`config.mk`:
```
export PLATFORM = sky130hd
export DESIGN_NAME = sorted_list_insert_delete_flat
export DESIGN_NICKNAME = d
export VERILOG_FILES = /design/src/hw/rtl/sli_pkg.sv /design/src/hw/rtl/sli_req_if.sv /design/src/hw/rtl/sli_rsp_if.sv /design/src/hw/rtl/sli_mem.sv /design/src/hw/rtl/sli_ctrl.sv /design/src/hw/rtl/sorted_list_insert_delete.sv /design/src/flat_wrapper.sv
export VERILOG_INCLUDE_DIRS = /design/src /design/src/hw/rtl
export SDC_FILE = /design/constraint.sdc
export NUM_CORES = 1
export LEC_CHECK = 0
export BUFFER_PORTS_ARGS = -buffer_cell sky130_fd_sc_hd__buf_2
export CORE_ASPECT_RATIO = 0.75
export CORE_MARGIN = 2
export CORE_UTILIZATION = 50
export CTS_CLUSTER_DIAMETER = 200
export DETAILED_ROUTE_END_ITERATION = 6
export PLACE_DENSITY_LB_ADDON = 0.1
export SKIP_LAST_GASP = 1
export SYNTH_ARGS = -nofsm -noshare
export SYNTH_HDL_FRONTEND = slang
export SYNTH_SLANG_ARGS = --single-unit
```
`constraint.sdc`:
```
create_clock -name clk -period 5.39 [get_ports clk]
set_input_delay 1.078 -clock clk [delete_from_list [all_inputs] [get_ports clk]]
set_output_delay 1.078 -clock clk [all_outputs]
set_load 0.1 [all_outputs]
```
`src/hw/rtl/sorted_list_insert_delete_assert.svh`:
```
// Assertion macros shared by the sorted list block.
`ifndef SORTED_LIST_INSERT_DELETE_ASSERT_SVH
`define SORTED_LIST_INSERT_DELETE_ASSERT_SVH
`ifndef SYNTHESIS
// Checked property with a reset that disables it.
`define SLI_ASSERT(lbl, clk, rst, prop, msg) \
  lbl: assert property (@(posedge clk) disable iff (rst) prop) else $error(msg);
// Checked property that also holds during reset.
`define SLI_ASSERT_ALWAYS(lbl, clk, prop, msg) \
  lbl: assert property (@(posedge clk) prop) else $error(msg);
`else
`define SLI_ASSERT(lbl, clk, rst, prop, msg)
`define SLI_ASSERT_ALWAYS(lbl, clk, prop, msg)
`endif
`endif

```
`src/hw/rtl/sli_pkg.sv`:
```
// Types and constants of the sorted list block.
package sli_pkg;

  localparam int CAPACITY = 16;
  localparam int COUNT_W  = 5;
  localparam int VALUE_W  = 32;

  typedef enum logic [1:0] {
    FUNC_INSERT = 2'd0,
    FUNC_DELETE = 2'd1,
    FUNC_READ   = 2'd2
  } func_t;

  typedef enum logic [2:0] {
    ST_INSERTED = 3'd0,
    ST_FULL     = 3'd1,
    ST_DELETED  = 3'd2,
    ST_NOTFOUND = 3'd3,
    ST_ENTRY    = 3'd4,
    ST_EMPTY    = 3'd5
  } status_t;

endpackage

```
`src/hw/rtl/sli_req_if.sv`:
```
// Request channel of the sorted list block.
interface sli_req_if;
  logic                                valid;
  logic                                ready;
  logic [1:0]                          func;
  logic signed [sli_pkg::VALUE_W-1:0]  value;

  modport source (output valid, output func, output value, input ready);
  modport sink (input valid, input func, input value, output ready);
endinterface

```
`src/hw/rtl/sli_rsp_if.sv`:
```
// Result channel of the sorted list block.
interface sli_rsp_if;
  logic                                valid;
  logic                                ready;
  logic signed [sli_pkg::VALUE_W-1:0]  value_out;
  sli_pkg::status_t                    status;
  logic [sli_pkg::COUNT_W-1:0]         count;
  logic                                last;

  modport source (output valid, output value_out, output status, output count,
                  output last, input ready);
  modport sink (input valid, input value_out, input status, input count,
                input last, output ready);
endinterface

```
`src/hw/rtl/sli_mem.sv`:
```
// Entry table: one write port and one registered read port.
module sli_mem #(
  parameter int DEPTH = sli_pkg::CAPACITY
) (
  input  logic                                clk,
  input  logic                                rd_en,
  input  logic [$clog2(DEPTH)-1:0]            rd_addr,
  output logic signed [sli_pkg::VALUE_W-1:0]  rd_data,
  input  logic                                wr_en,
  input  logic [$clog2(DEPTH)-1:0]            wr_addr,
  input  logic signed [sli_pkg::VALUE_W-1:0]  wr_data
);

  logic signed [sli_pkg::VALUE_W-1:0] mem [DEPTH];

  always_ff @(posedge clk) begin
    if (wr_en) begin
      mem[wr_addr] <= wr_data;
    end
  end

  always_ff @(posedge clk) begin
    if (rd_en) begin
      rd_data <= mem[rd_addr];
    end
  end

endmodule

```
`src/hw/rtl/sli_ctrl.sv`:
```
// Sequencer for insert, delete and read out, with the result register.
module sli_ctrl #(
  parameter int CAPACITY = sli_pkg::CAPACITY
) (
  input  logic                                clk,
  input  logic                                rst,
  sli_req_if.sink                             req,
  sli_rsp_if.source                           rsp,
  output logic                                rd_en,
  output logic [$clog2(CAPACITY)-1:0]         rd_addr,
  input  logic signed [sli_pkg::VALUE_W-1:0]  rd_data,
  output logic                                wr_en,
  output logic [$clog2(CAPACITY)-1:0]         wr_addr,
  output logic signed [sli_pkg::VALUE_W-1:0]  wr_data
);

  localparam int IDX_W = $clog2(CAPACITY);
  localparam int CNT_W = $clog2(CAPACITY + 1);
  localparam logic [CNT_W-1:0] CAP_CNT = CNT_W'(CAPACITY);

  typedef enum logic [2:0] {
    S_IDLE, S_INS_RD, S_INS_EV, S_DEL_RD, S_DEL_EV, S_RO_RD, S_RO_EV, S_EMIT
  } state_t;

  state_t                             state;
  state_t                             ret_state;
  logic [CNT_W-1:0]                   cnt;
  logic [CNT_W-1:0]                   idx;
  logic                               found;
  logic signed [sli_pkg::VALUE_W-1:0] op_value;
  logic signed [sli_pkg::VALUE_W-1:0] res_value;
  sli_pkg::status_t                   res_status;
  logic                               res_last;
  logic                               out_valid;
  logic                               out_free;
  logic                               ins_shift;

  assign req.ready = (state == S_IDLE);
  assign rsp.valid = out_valid;
  assign out_free  = !out_valid || rsp.ready;
  assign ins_shift = (op_value <= rd_data);

  // Memory accesses follow the state; a write always lands before the next read is issued.
  always_comb begin
    rd_en   = 1'b0;
    rd_addr = IDX_W'(idx);
    wr_en   = 1'b0;
    wr_addr = IDX_W'(idx);
    wr_data = op_value;
    unique case (state)
      S_INS_RD: begin
        if (idx != '0) begin
          rd_en   = 1'b1;
          rd_addr = IDX_W'(idx - 1'b1);
        end else begin
          wr_en = 1'b1;
        end
      end
      S_INS_EV: begin
        wr_en   = 1'b1;
        wr_data = ins_shift ? rd_data : op_value;
      end
      S_DEL_RD: begin
        rd_en = (idx != cnt);
      end
      S_DEL_EV: begin
        wr_en   = found;
        wr_addr = IDX_W'(idx - 1'b1);
        wr_data = rd_data;
      end
      S_RO_RD: begin
        rd_en = 1'b1;
      end
      default: begin
      end
    endcase
  end

  always_ff @(posedge clk) begin
    if (rst) begin
      state     <= S_IDLE;
      ret_state <= S_IDLE;
      cnt       <= '0;
      idx       <= '0;
      found     <= 1'b0;
      out_valid <= 1'b0;
    end else begin
      // The emit state reloads the result register itself when it is free.
      if (out_valid && rsp.ready && state != S_EMIT) begin
        out_valid <= 1'b0;
      end
      unique case (state)
        S_IDLE: begin
          res_value <= '0;
          res_last  <= 1'b1;
          ret_state <= S_IDLE;
          op_value  <= req.value;
          if (req.valid) begin
            case (req.func)
              sli_pkg::FUNC_INSERT: begin
                if (cnt == CAP_CNT) begin
                  res_status <= sli_pkg::ST_FULL;
                  state      <= S_EMIT;
                end else begin
                  idx   <= cnt;
                  state <= S_INS_RD;
                end
              end
              sli_pkg::FUNC_DELETE: begin
                idx   <= '0;
                found <= 1'b0;
                state <= S_DEL_RD;
              end
              sli_pkg::FUNC_READ: begin
                if (cnt == '0) begin
                  res_status <= sli_pkg::ST_EMPTY;
                  state      <= S_EMIT;
                end else begin
                  idx   <= '0;
                  state <= S_RO_RD;
                end
              end
              default: begin
              end
            endcase
          end
        end
        S_INS_RD: begin
          if (idx == '0) begin
            cnt        <= cnt + 1'b1;
            res_status <= sli_pkg::ST_INSERTED;
            state      <= S_EMIT;
          end else begin
            state <= S_INS_EV;
          end
        end
        S_INS_EV: begin
          if (ins_shift) begin
            idx   <= idx - 1'b1;
            state <= S_INS_RD;
          end else begin
            cnt        <= cnt + 1'b1;
            res_status <= sli_pkg::ST_INSERTED;
            state      <= S_EMIT;
          end
        end
        S_DEL_RD: begin
          if (idx == cnt) begin
            if (found) begin
              cnt        <= cnt - 1'b1;
              res_status <= sli_pkg::ST_DELETED;
            end else begin
              res_status <= sli_pkg::ST_NOTFOUND;
            end
            state <= S_EMIT;
          end else begin
            state <= S_DEL_EV;
          end
        end
        S_DEL_EV: begin
          if (!found && rd_data == op_value) begin
            found <= 1'b1;
          end
          idx   <= idx + 1'b1;
          state <= S_DEL_RD;
        end
        S_RO_RD: begin
          state <= S_RO_EV;
        end
        S_RO_EV: begin
          res_value  <= rd_data;
          res_status <= sli_pkg::ST_ENTRY;
          res_last   <= (idx + 1'b1 == cnt);
          ret_state  <= (idx + 1'b1 == cnt) ? S_IDLE : S_RO_RD;
          idx        <= idx + 1'b1;
          state      <= S_EMIT;
        end
        S_EMIT: begin
          if (out_free) begin
            out_valid     <= 1'b1;
            rsp.value_out <= res_value;
            rsp.status    <= res_status;
            rsp.count     <= (sli_pkg::COUNT_W)'(cnt);
            rsp.last      <= res_last;
            state         <= ret_state;
          end
        end
        default: begin
          state <= S_IDLE;
        end
      endcase
    end
  end

endmodule

```
`src/hw/rtl/sorted_list_insert_delete.sv`:
```
// Top level of the sorted list block: sequencer, entry table and checks.
//
// The block holds an ascending list of signed 32-bit values, duplicates
// allowed, in a single-port-read, single-port-write table of CAPACITY
// entries. A request carries func (insert, delete first match, read out)
// and value. Insert walks the table from the top entry down, moving each
// larger-or-equal entry up by one until it finds the slot, then offers
// its result. Delete walks the whole list from the bottom, closing the
// gap behind the first match. Read out emits one result per entry (read
// issue, data return, result load), with last set on the final one; an
// empty list gives one empty result. The table read data is registered,
// so each step of a walk has a state that issues the read and a state
// that uses the data. A full table drops an insert with the full status.
// The result register lets a new request be taken while the previous
// result still waits for the sink. Requests with the unused func code
// give no result. No clearing pass follows reset: entries at or above
// the count are never read.
`include "sorted_list_insert_delete_assert.svh"
module sorted_list_insert_delete #(
  parameter int CAPACITY = sli_pkg::CAPACITY
) (
  input  logic       clk,
  input  logic       rst,
  sli_req_if.sink    req,
  sli_rsp_if.source  rsp
);

  localparam int IDX_W = $clog2(CAPACITY);

  logic                               rd_en;
  logic [IDX_W-1:0]                   rd_addr;
  logic signed [sli_pkg::VALUE_W-1:0] rd_data;
  logic                               wr_en;
  logic [IDX_W-1:0]                   wr_addr;
  logic signed [sli_pkg::VALUE_W-1:0] wr_data;
  logic                               req_known;

  // The sequencer owns the count and the result register.
  sli_ctrl #(
    .CAPACITY (CAPACITY)
  ) u_ctrl (
    .clk     (clk),
    .rst     (rst),
    .req     (req),
    .rsp     (rsp),
    .rd_en   (rd_en),
    .rd_addr (rd_addr),
    .rd_data (rd_data),
    .wr_en   (wr_en),
    .wr_addr (wr_addr),
    .wr_data (wr_data)
  );

  // The entry table itself.
  sli_mem #(
    .DEPTH (CAPACITY)
  ) u_mem (
    .clk     (clk),
    .rd_en   (rd_en),
    .rd_addr (rd_addr),
    .rd_data (rd_data),
    .wr_en   (wr_en),
    .wr_addr (wr_addr),
    .wr_data (wr_data)
  );

  // A request with one of the three defined func codes.
  assign req_known = (req.func == sli_pkg::FUNC_INSERT) || (req.func == sli_pkg::FUNC_DELETE) ||
                     (req.func == sli_pkg::FUNC_READ);

  // A request that starts real work keeps the block busy on the next cycle.
  `SLI_ASSERT(a_busy_after_request, clk, rst, req.valid && req.ready && req_known |=> !req.ready, "request did not make the block busy")
  // Only read-out entries may come with more results to follow.
  `SLI_ASSERT(a_last_unless_entry, clk, rst, rsp.valid && rsp.status != sli_pkg::ST_ENTRY |-> rsp.last, "single result without last")
  // Results other than entries carry a zero value.
  `SLI_ASSERT(a_zero_value, clk, rst, rsp.valid && rsp.status != sli_pkg::ST_ENTRY |-> rsp.value_out == '0, "non-entry result with a value")
  // A freshly reset block offers no result.
  `SLI_ASSERT_ALWAYS(a_reset_idle, clk, $past(rst) && !rst |-> !rsp.valid, "result valid right after reset")

endmodule
```
`src/flat_wrapper.sv`:
```
// flat-port wrapper written by rule: the top's interface ports become plain ports
module sorted_list_insert_delete_flat 
#(
  parameter int CAPACITY = sli_pkg::CAPACITY
)
  (clk, rst, req_valid, req_func, req_value, req_ready, rsp_valid, rsp_value_out, rsp_status, rsp_count, rsp_last, rsp_ready);
  sli_req_if req_i ();
  sli_rsp_if rsp_i ();
  input  logic clk;
  input  logic rst;
  input wire logic [$bits(req_i.valid)-1:0] req_valid;
  input wire logic [$bits(req_i.func)-1:0] req_func;
  input wire logic [$bits(req_i.value)-1:0] req_value;
  output wire logic [$bits(req_i.ready)-1:0] req_ready;
  output wire logic [$bits(rsp_i.valid)-1:0] rsp_valid;
  output wire logic [$bits(rsp_i.value_out)-1:0] rsp_value_out;
  output wire logic [$bits(rsp_i.status)-1:0] rsp_status;
  output wire logic [$bits(rsp_i.count)-1:0] rsp_count;
  output wire logic [$bits(rsp_i.last)-1:0] rsp_last;
  input wire logic [$bits(rsp_i.ready)-1:0] rsp_ready;
  assign req_i.valid = req_valid;
  assign req_i.func = req_func;
  assign req_i.value = req_value;
  assign req_ready = req_i.ready;
  assign rsp_valid = rsp_i.valid;
  assign rsp_value_out = rsp_i.value_out;
  assign rsp_status = rsp_i.status;
  assign rsp_count = rsp_i.count;
  assign rsp_last = rsp_i.last;
  assign rsp_i.ready = rsp_ready;
  sorted_list_insert_delete #(.CAPACITY(CAPACITY)) u_core (.clk(clk), .rst(rst), .req(req_i), .rsp(rsp_i));
endmodule
```
[Word level (Yosys, flattened, before mapping)]
Memory sizes are Yosys's and may differ from the RTL's. A register that Yosys moved wholly into a read port is not among the register bits.
Cells that the tools add are included.
Storage, ports and cells
  memory bits (writable): 512
  bits of input ports: 38
  bits in registers: 127
  word-level logic and storage cells: 127
  output and inout port bits: 43
  memories: 1
Operators by class
  reduce and logical (&&, ||, !) cells: 25
  equality and inequality tests: 30
  add/sub/neg operators: 4
  muxes and demuxes: 51
  bitwise gates (word level): 1
  magnitude comparators: 1
Memory list
  u_core.u_mem.mem: words 16, width 32, read ports 1, clocked after memory_dff 1, wr ports 1, line sli_mem.sv:14  | logic signed [sli_pkg::VALUE_W-1:0] mem [DEPTH];
Operators by type and width (number)
  32-bit one-hot mux with 2 select lines: 2
  5-bit one-hot mux with 3 select lines: 3
  5-bit two-way mux: 8
  3-bit two-way mux: 12
  32-bit equality test: 1
  32-bit less-or-equal comparator: 1
  32-bit two-way mux: 1
  3-bit one-hot mux with 8 select lines: 1
  2-bit inequality test (second input constant): 8
  3-bit inequality test (second input constant): 5
  3-bit one-hot mux with 5 select lines: 1
  3-bit equality test (second input constant): 4
  4-bit two-way mux: 3
  3-bit one-hot mux with 2 select lines: 2
  1-bit two-way mux: 11
  5-bit by 1-bit adder with 5-bit output (second input constant): 2
  5-bit equality test: 2
  5-bit zero test: 2
  5-bit nonzero test: 2
  5-bit by 1-bit subtractor with 5-bit output (second input constant): 2
  3-bit one-hot mux with 3 select lines: 1
  9-bit AND reduction: 1
  3-bit by 2-bit equality test with 1-bit output (second input constant): 2
  1-bit one-hot mux with 3 select lines: 2
  24 further kinds: 33

[Logic depth before layout (Yosys ltp)]
  depth in word-level cells: 5
  gate-level depth with buffers: 13
  mapped depth without buffers: 10

[Hierarchy]
Synthesis repeated with hierarchy kept, for this count alone.
Second synthesis, totals
  cells, all modules: 1367
  area, all modules: 26583.0 µm²
Modules (own cells, without submodules)
  sli_mem: cells each 838, times used 1, sequential area each 16335.7 µm², area each 20155.6 µm²
  sli_ctrl: cells each 529, times used 1, sequential area each 3593.4 µm², area each 6427.4 µm²

[Worst setup path before layout]
Ideal clock, no wire load.
  path kind: input -> register
  start point: input rst
  end point: register u_core.u_ctrl.rsp.count[0] (enable)
  buffers on the path: 1
  path slack: 776 ps
  data required time: 4900 ps
  data arrival time: 4124 ps
  stages: 2
  setup time: 490 ps
  cells stage by stage: clkbuf_1 -> nor3_1
On the way
  cells in the longest elaborated chain, start to end: 2
Ends and longest elaborated chain
  start, declared: line flat_wrapper.sv:10  | input logic rst;
  1-bit inverter (no line)
  3-bit AND reduction (no line)
  end signal, assigned: line sli_ctrl.sv:183  | rsp.count <= (sli_pkg::COUNT_W)'(cnt);
  end, declared: line sli_rsp_if.sv:10  | modport source (output valid, output value_out, output status, output count,
Every way passes these cells.
A chain may end at the register's enable or synchronous reset.

[Worst setup path after layout]
  start point: register u_core.u_ctrl.op_value[31] (netlist name)
  end point: memory u_core.u_mem.mem[12][9] (netlist name) (data pin)
On the way
  cells in the longest elaborated chain, start to end: 3
Ends and longest elaborated chain
  start, declared: line sli_ctrl.sv:30  | logic signed [sli_pkg::VALUE_W-1:0] op_value;
  start signal, assigned: line sli_ctrl.sv:97  | op_value <= req.value;
  32-bit less-or-equal comparator: line sli_ctrl.sv:41  | assign ins_shift = (op_value <= rd_data);
  32-bit two-way mux: line sli_ctrl.sv:61  | wr_data = ins_shift ? rd_data : op_value;
  32-bit one-hot mux with 2 select lines: line sli_ctrl.sv:50  | unique case (state)
  net u_core.u_ctrl.wr_data, one bit: line sli_ctrl.sv:14  | output logic signed [sli_pkg::VALUE_W-1:0] wr_data
  end, declared: line sli_mem.sv:14
The timed path passes the listed nets, and every way through them passes these cells.

==> metrics.yaml <==
placed_design:
  placed_area_um2: 28300
  pre_cts_ws_ns: 0.784
  io_buffers: 80
  post-dp-hpwl_um: 34900
  gp_congestion: 0.838
  dp_cells: 2138
die:
  rows: 73
  initial_core_util_pct: 50.6
  die_h_um: 205
  core_um2: 53100
  die_area_um2: 55600
  die_w_um: 272
  io_pins: 81
layout:
  n_antenna_cell: 0
  syn_to_final_growth_pct: 13.4
  fillers: 3979
  nets: 1573
  ff_latch_area_um2: 19900
  drive_gt1_share_pct: 23.7
  finalInstanceArea_um2: 30500
  multi_input_area_um2: 6600
  fin_util_pct: 57.4
  instances_no_fill: 2254
routing:
  via_count: 13400
  avgViaCountPerCell: 5.95
  wl_um: 63200
  drc: 0
  routedWlPerCell_um: 28.0
  drtPass1Iterations: 5
  drtAntennaViolNets: 0
  drtIter0Drc: 1446
timing:
  fin_skew_ns: 0.0171
  finalSetupViolCount: 0
  finalCriticalPeriod_ns: 4.75
  max_slew_margin_pct: 20.2
  hold_viol: 0
  drv_slew: 0
  fin_ws_ns: 0.636
  fmax_ghz: 0.210
  worstMarginPinSlew_ns: 1.19
  finalSetupTns_ns: 0
  fin_crit_sh_pct: 88.2
  rsz0062_at_grt: "no"
global_route:
  grt_antenna_before_repair: 0
  grt_max_degree: 104
  track_usage_pct: 23.3
  grt_pass1_vias: 13400
  grt_overflow: 0
  grt_pass1_wl_um: 92300
setup_path:
  reg2reg_slack_ns: 0.64
  reg2regPathDepth: 10
  start_kind: "flip-flop"
  path_class: "reg -> reg"
  end_kind: "flip-flop"
  arrival_ns: 5.01
  regToRegEndpoint: "u_core.u_mem.mem[12][9]"
  path_max_fanout: 19
  worst_ep_required_time_ns: 5.65
  timing.rr.start: "u_core.u_ctrl.op_value[31]"
status:
  outcome: "finished clean"
clock_tree:
  clock-sinks: 669
  ctsHoldBuffers: 0
  cts_made_buffers: 66
  post-cts-setup-buffer-count: 0
  htree_levels: 3
  clk_pin_slew_ns: 0.06
  cts_resized: 0
  ctsLongestPathBuffers: 3
  tritoncts: "built"
  clk_latency_ns: 0.60
  clock-root-buffer: "clkbuf_16"
power_and_ir_drop:
  intPower_w: 0.0122
  power_switching_w: 0.00569
  pwr-share-comb_pct: 33.0
  p_leak_nw: 10.2
  power_density_nw_per_um2: 586
  seqPwrFrac_pct: 41.4
  power.share.clock_pct: 25.6
  peakVddDrop_mv: 0.635
  switching_share_pct: 31.9
job:
  drv_cap: 0
hold_path:
  min_path_type: "reg -> reg"
  min_to: "u_core.u_ctrl.rsp.status[2]"
  hp-start: "u_core.u_ctrl.res_status[2]"
  holdPathStages: 0
synth:
  synthesis.area_um2: 26900
  syn_nets: 1459
  synth_top_area_share_pct: 73.0
  ys_async_sr_fraction_pct: 0
  ys_ff_latch: 669
  synthTopCellsByArea: "edfxtp_1, mux4_2, mux2i_1"
  netlist_instances: 1380
  synth-main-ff-cell: "edfxtp_1"
  ys_types: 61
  seq_area_frac_synth_pct: 74.2
  synth_edf_count: 653
  yosys.area.top_type: "edfxtp_1"
  yosys_warnings: 0
  avgSynthCellArea_um2: 19.5
[layer usage]
metal,GRT usage [%],vias up,wire [um]
li1,-,5831,-
met1,35.2,7000,28700
met2,34.9,490,28700
met3,4.99,87,4470
met4,5.97,0,1270
met5,0,-,0
[layout make-up]
| type | count | share of cell area [%] |
|---|---|---|
| clock buffers | 86 | 5.88 |
| clock inverters | 30 | 1.06 |
| inverters | 47 | 0.579 |
| multi-input cells | 596 | 21.7 |
| flip-flops and latches | 669 | 65.4 |
| well taps | 712 | 2.93 |
| repair buffers | 114 | 2.44 |
[worst max-delay path, stage by stage, from the launching register on]
cell and delay [ns]:
edfxtp_1 0.39, ha_1 0.41, nand4_1 0.36, nor4_1 0.88
nand3_1 0.46, nand3_1 0.20, a21oi_1 0.07, nor2_1 0.45
o21ai_4 0.33, buf_12 0.28, mux2_1 0.54
[power by group through the flow]
stage | sequential (W) | combinational (W) | clock, W
after floorplan | 0.00737 | 0.00439 | 0
after global placement | 0.00748 | 0.00587 | 0
after detailed placement | 0.00749 | 0.00595 | 0
after CTS | 0.00739 | 0.00596 | 0.00465
after global routing | 0.00744 | 0.00642 | 0.00484
final | 0.00739 | 0.00590 | 0.00457
[cells by family (layout without fill, tap and decap cells)]
family / Yosys count / count (layout) / synth area share [%]
muxes: 258 / 258 / 15.7
AOI/OAI and AO/OA: 100 / 100 / 2.39
and+or+nand+nor: 181 / 181 / 3.26
adders and majority gates: 41 / 41 / 1.94
xor gates and xnor gates: 16 / 16 / 0.522
DFF: 669 / 669 / 74.2
buffers and inverters: 115 / 277 / 1.99
[sequential cells by signal, indices dropped and copies added, names as in the netlist, 3 cells and up]
signal	count
u_core.u_ctrl.res_status	3
u_core.u_ctrl.res_value	32
u_core.u_ctrl.rsp.status	3
u_core.u_ctrl.op_value	32
u_core.u_ctrl.rsp.count	5
u_core.u_mem.rd_data	32
u_core.u_ctrl.idx	5
u_core.u_ctrl.rsp.value_out	32
u_core.u_mem.mem	512
u_core.u_ctrl.state	3
u_core.u_ctrl.cnt	5
[Yosys cell counts (5+ instances only)]
cell / count
a211oi_1: 5
a21oi_1: 31
a31oi_1: 6
buf_2: 24
buf_4: 11
clkbuf_1: 24
dfxtp_1: 16
edfxtp_1: 653
ha_1: 40
inv_1: 45
mux2_1: 30
mux2i_1: 98
mux4_2: 128
nand2_1: 32
nand2b_1: 7
nand3_1: 18
nand4_1: 9
nor2_1: 46
nor2b_1: 8
nor3_1: 41
o21ai_0: 18
o22ai_1: 5
o31ai_1: 5
or3_1: 5
xnor2_1: 10
xor2_1: 6
[worst max path at each step]
stage	start	endpoint	slack [ns]
6_report	u_core.u_ctrl.op_value[31]	u_core.u_mem.mem[12][9]	0.64
5_1_grt	u_core.u_mem.rd_data[31]	u_core.u_mem.mem[1][5]	0.44
4_1_cts	u_core.u_mem.rd_data[31]	u_core.u_mem.mem[2][5]	0.77
3_5_place_dp	u_core.u_mem.rd_data[31]	u_core.u_mem.mem[9][18]	0.78
3_3_place_gp	u_core.u_mem.rd_data[31]	u_core.u_mem.mem[14][11]	0.88
2_1_floorplan	rst	u_core.u_ctrl.rsp.count[0]	0.78
[stage by stage]
step                      power [W]  hold slack (ns)
after global routing         0.0187            0.423
after floorplan              0.0118            0.400
after detailed placement     0.0134            0.405
after global placement       0.0134            0.402
final                        0.0179            0.417
after CTS                    0.0180            0.418
[placed cells by master (no fill, tap or decap), types with 27 or more instances in the layout]
| cell | synthesis | final |
|---|---|---|
| a21oi_1 | 31 | 30 |
| buf_2 | 24 | 80 |
| buf_4 | 11 | 27 |
| clkbuf_16 | 0 | 69 |
| edfxtp_1 | 653 | 653 |
| ha_1 | 40 | 40 |
| inv_1 | 45 | 45 |
| mux2_1 | 30 | 30 |
| mux2i_1 | 98 | 98 |
| mux4_2 | 128 | 128 |
| nand2_1 | 32 | 32 |
| nor2_1 | 46 | 28 |
| nor3_1 | 41 | 40 |
(Power assumes the default switching activity.)
